<file path="src/hdl/m4rm_pkg.sv">
package m4rm_pkg;

    // Matrix order: four rows of B, four lanes in every row.
    localparam int DIM = 4;
    localparam int ROW_BITS = 2;

    // Width of every element port on the block.
    localparam int FIELD_BITS = 32;

    // Defaults for the top level parameters.
    localparam int FRAC_BITS_DEF = 16;
    localparam int WORD_BITS_DEF = 32;

    typedef enum logic [0:0] {
        ACT_LOAD = 1'b0,
        ACT_MUL  = 1'b1
    } t_action;

    // Control that travels with every beat down the cell chain.
    typedef struct packed {
        logic                valid;
        t_action             action;
        logic [ROW_BITS-1:0] row_sel;
    } t_ctrl;

endpackage

</file>
<file path="src/hdl/m4rm_sat.sv">
// Arithmetic shift right by the fraction bits, then clamp to the word range.
module m4rm_sat #(
    parameter int FRAC_BITS = m4rm_pkg::FRAC_BITS_DEF,
    parameter int WORD_BITS = m4rm_pkg::WORD_BITS_DEF,
    localparam int ACC_BITS = 2 * WORD_BITS + 2
) (
    input  logic signed [ACC_BITS-1:0]  i_acc,
    output logic signed [WORD_BITS-1:0] o_val,
    output logic                        o_clamp
);

    localparam logic [WORD_BITS-1:0] W_MAX = {1'b0, {(WORD_BITS - 1){1'b1}}};
    localparam logic [WORD_BITS-1:0] W_MIN = {1'b1, {(WORD_BITS - 1){1'b0}}};

    logic signed [ACC_BITS-1:0]   w_shift;
    logic [ACC_BITS-WORD_BITS:0]  w_top;
    logic                         w_fits;

    assign w_shift = i_acc >>> FRAC_BITS;
    assign w_top   = w_shift[ACC_BITS-1:WORD_BITS-1];
    assign w_fits  = (&w_top) || !(|w_top);
    assign o_clamp = !w_fits;

    always_comb begin
        if (w_fits) begin
            o_val = w_shift[WORD_BITS-1:0];
        end else if (i_acc[ACC_BITS-1]) begin
            o_val = W_MIN;
        end else begin
            o_val = W_MAX;
        end
    end

endmodule

</file>
<file path="config.mk">
export PLATFORM = sky130hd
export DESIGN_NAME = m4rm_sat
export DESIGN_NICKNAME = d
export VERILOG_FILES = /design/src/hdl/m4rm_pkg.sv /design/src/hdl/m4rm_sat.sv
export SDC_FILE = /design/constraint.sdc
export NUM_CORES = 1
export LEC_CHECK = 0
export BUFFER_PORTS_ARGS = -buffer_cell sky130_fd_sc_hd__clkbuf_2
export CORE_AREA = 4 4 51 53
export DETAILED_ROUTE_END_ITERATION = 8
export DIE_AREA = 0 0 55 57
export PLACE_DENSITY_LB_ADDON = 0.12
export SYNTH_ARGS = -nofsm -noshare
export SYNTH_HDL_FRONTEND = slang
export SYNTH_SLANG_ARGS = --single-unit
</file>
<file path="constraint.sdc">
create_clock -name vclk -period 0.95
set_input_delay 0 -clock vclk [all_inputs]
set_output_delay 0 -clock vclk [all_outputs]
set_load 0.01 [all_outputs]
</file>
==> results.py <==
metrics = {
    "timing": {
        "post-route-min-period_ns": 1.415,
        "holdWs_ns": 0.2738,
        "max_freq_mhz": 706.5,
        "setup_tns_ns": -14.24,
        "timing.final.ws_setup_ns": -0.4654,
        "finalCritPeriodShare_pct": 149.0,
        "maxSlewViolCount": 0,
        "hold_viol_final": 0,
        "rsz0062_at_grt": "true",
        "tightest_slew_ns": 0.4836,
        "finalSetupViolations": 32,
        "relSlewSlack_pct": 67.76,
    },
    "drt": {
        "drc": 0,
        "drt_pass1_iterations": 3,
        "dr_total_vias": 760,
        "drtIter0Drc": 5,
        "vias_per_cell": 4.524,
        "wl_per_cell_um": 12.08,
        "final_antenna_net_count": 0,
        "wirelength_mm": 2.029,
    },
    "power": {
        "seq_power_share_pct": 0,
        "switching_power_mw": 0.1844,
        "pwr-share-comb_pct": 100.0,
        "p_clk_share_pct": 0,
        "sw_frac_of_total_pct": 39.75,
        "p_leak_nw": 0.6837,
        "powerDensity_mw_per_mm2": 367.1,
        "p_int_mw": 0.2795,
        "irDropWorstVdd_v": 0.0001918,
        "power_mw": 0.4639,
    },
    "floorplan": {
        "initial_utilization_pct": 21.26,
        "core.rowCount": 17,
        "die-area_mm2": 0.003135,
        "io_pins": 99,
        "die_w_um": 55,
        "core_area_mm2": 0.002148,
        "die_h_um": 57,
    },
    "worst_hold_path": {
        "hp-class": "primary input to output pin",
    },
    "finish": {
        "seq_cells": 0,
        "diodes": 0,
        "syn_to_final_growth_pct": 176.7,
        "fin_util_pct": 58.82,
        "nClkBuffers": 0,
        "seq_area_um2": 0,
        "finalInstanceArea_mm2": 0.001264,
        "layout-drive-gt1-share_pct": 92.86,
        "nets": 208,
        "stdcell_count": 168,
    },
    "worst_setup_path": {
        "cp_data_required_time_ns": 0.95,
        "crit_fanout": 6,
        "start_kind": "primary input",
        "end_kind": "output pin",
        "criticalPathCategory": "primary input to output pin",
        "cp.arrival_ns": 1.42,
    },
    "synth": {
        "ys_top_cells_by_area": "a21o_2, buf_6, nand4_1",
        "syn-num-nets": 120,
        "synth-seq-area-share_pct": 0,
        "synthCells": 54,
        "synth_cell_types": 12,
        "yosysWarnings": 0,
        "yosysTopAreaCell": "a21o_2",
        "syn_avg_cell_area_um2": 8.457,
        "yosysTopAreaCellShare_pct": 55.62,
        "netlist_area_um2": 456.7,
    },
    "placed_design": {
        "gp_congestion": 0.6575,
        "pre_cts_ws_ns": -0.5054,
        "placed_area_um2": 997.2,
        "dp_cells": 164,
        "dp_hpwl_mm": 1.560,
        "portBuffers": 83,
    },
    "run_status": {
        "outcome": "finished, violations left",
        "violations": "negative setup slack",
    },
    "global_routing": {
        "grt_pass1_wl_mm": 2.539,
        "grt_pass1_vias": 633,
        "grt_max_degree": 17,
        "globalRouteTotalUtil_pct": 9.933,
        "antenna_found_initial": 0,
        "grt_overflow": 0,
    },
    "flow_run": {
        "drv_cap": 0,
    },
}
-- Yosys cell counts --
library cell / instances
a21o_1: 2
and3_1: 1
a311oi_2: 1
nor4_2: 1
a21o_2: 29
buf_6: 6
dlygate4sd3_1: 1
nand4_1: 5
inv_1: 1
nor2_1: 2
a31o_2: 1
nor4_1: 4
-- layer usage --
| metal | share of wire [%] | vias to the layer above | global-route usage, % |
|---|---|---|---|
| li1 | - | 384 | - |
| met1 | 35 | 330 | 11.64 |
| met2 | 52 | 46 | 20.10 |
| met3 | 12 | 0 | 0.2611 |
| met4 | 0 | 0 | 0 |
| met5 | 0 | - | 0 |
-- path summary, 6_finish.rpt --
| check | cells past startpoint | to | from |
|---|---|---|---|
| worst min-delay path | 3 | o_val[7] | i_acc[23] |
| worst max-delay path | 9 | o_val[11] | i_acc[59] |
-- what timing repair did --
action | in CTS | in global routing
hold buffers | 0 | 0
endpoints found under the setup margin | 32 | 32
resized for setup | 5 | 47
pin swaps | 0 | 1
setup buffers | 2 | 1
cloned | 1 | 1
-- power by group through the flow --
stage / clock network (mW) / registers [mW] / logic (mW)
after floorplan: 0 / 0 / 0.159
after global placement: 0 / 0 / 0.359
after detailed placement: 0 / 0 / 0.366
after CTS: 0 / 0 / 0.373
after global routing: 0 / 0 / 0.498
final: 0 / 0 / 0.464
-- critical path, cell delays in order --
cell and delay, ns:
clkbuf_2 0.11, nor4_4 0.24, nand4_1 0.14, nor4_2 0.19, buf_4 0.17, a311oi_4 0.06
clkbuf_16 0.21, a21o_4 0.18, buf_6 0.11
-- cells by family (layout without fill, tap and decap cells) --
group	after synthesis	after routing	share of synthesized area (%)
compound gates	33	33	64.11
simple gates	13	13	18.08
buf+inv	8	94	17.81
-- cell usage in the layout (no fill, tap or decap), drive strengths merged --
master   n
nand4    5
a31o     1
nor4     5
clkbuf  65
and3     1
a21o    31
inv      1
buf     28
a311oi   1
nor2     2
-- layout make-up --
cell class | instances | area, um^2
inverter | 1 | 3.754
timing repair buffer | 93 | 696.9
fill | 187 | 884.6
multi-input combinational | 46 | 528.0
tap | 28 | 35.03
No activity file was read; power rests on OpenSTA's default activity.
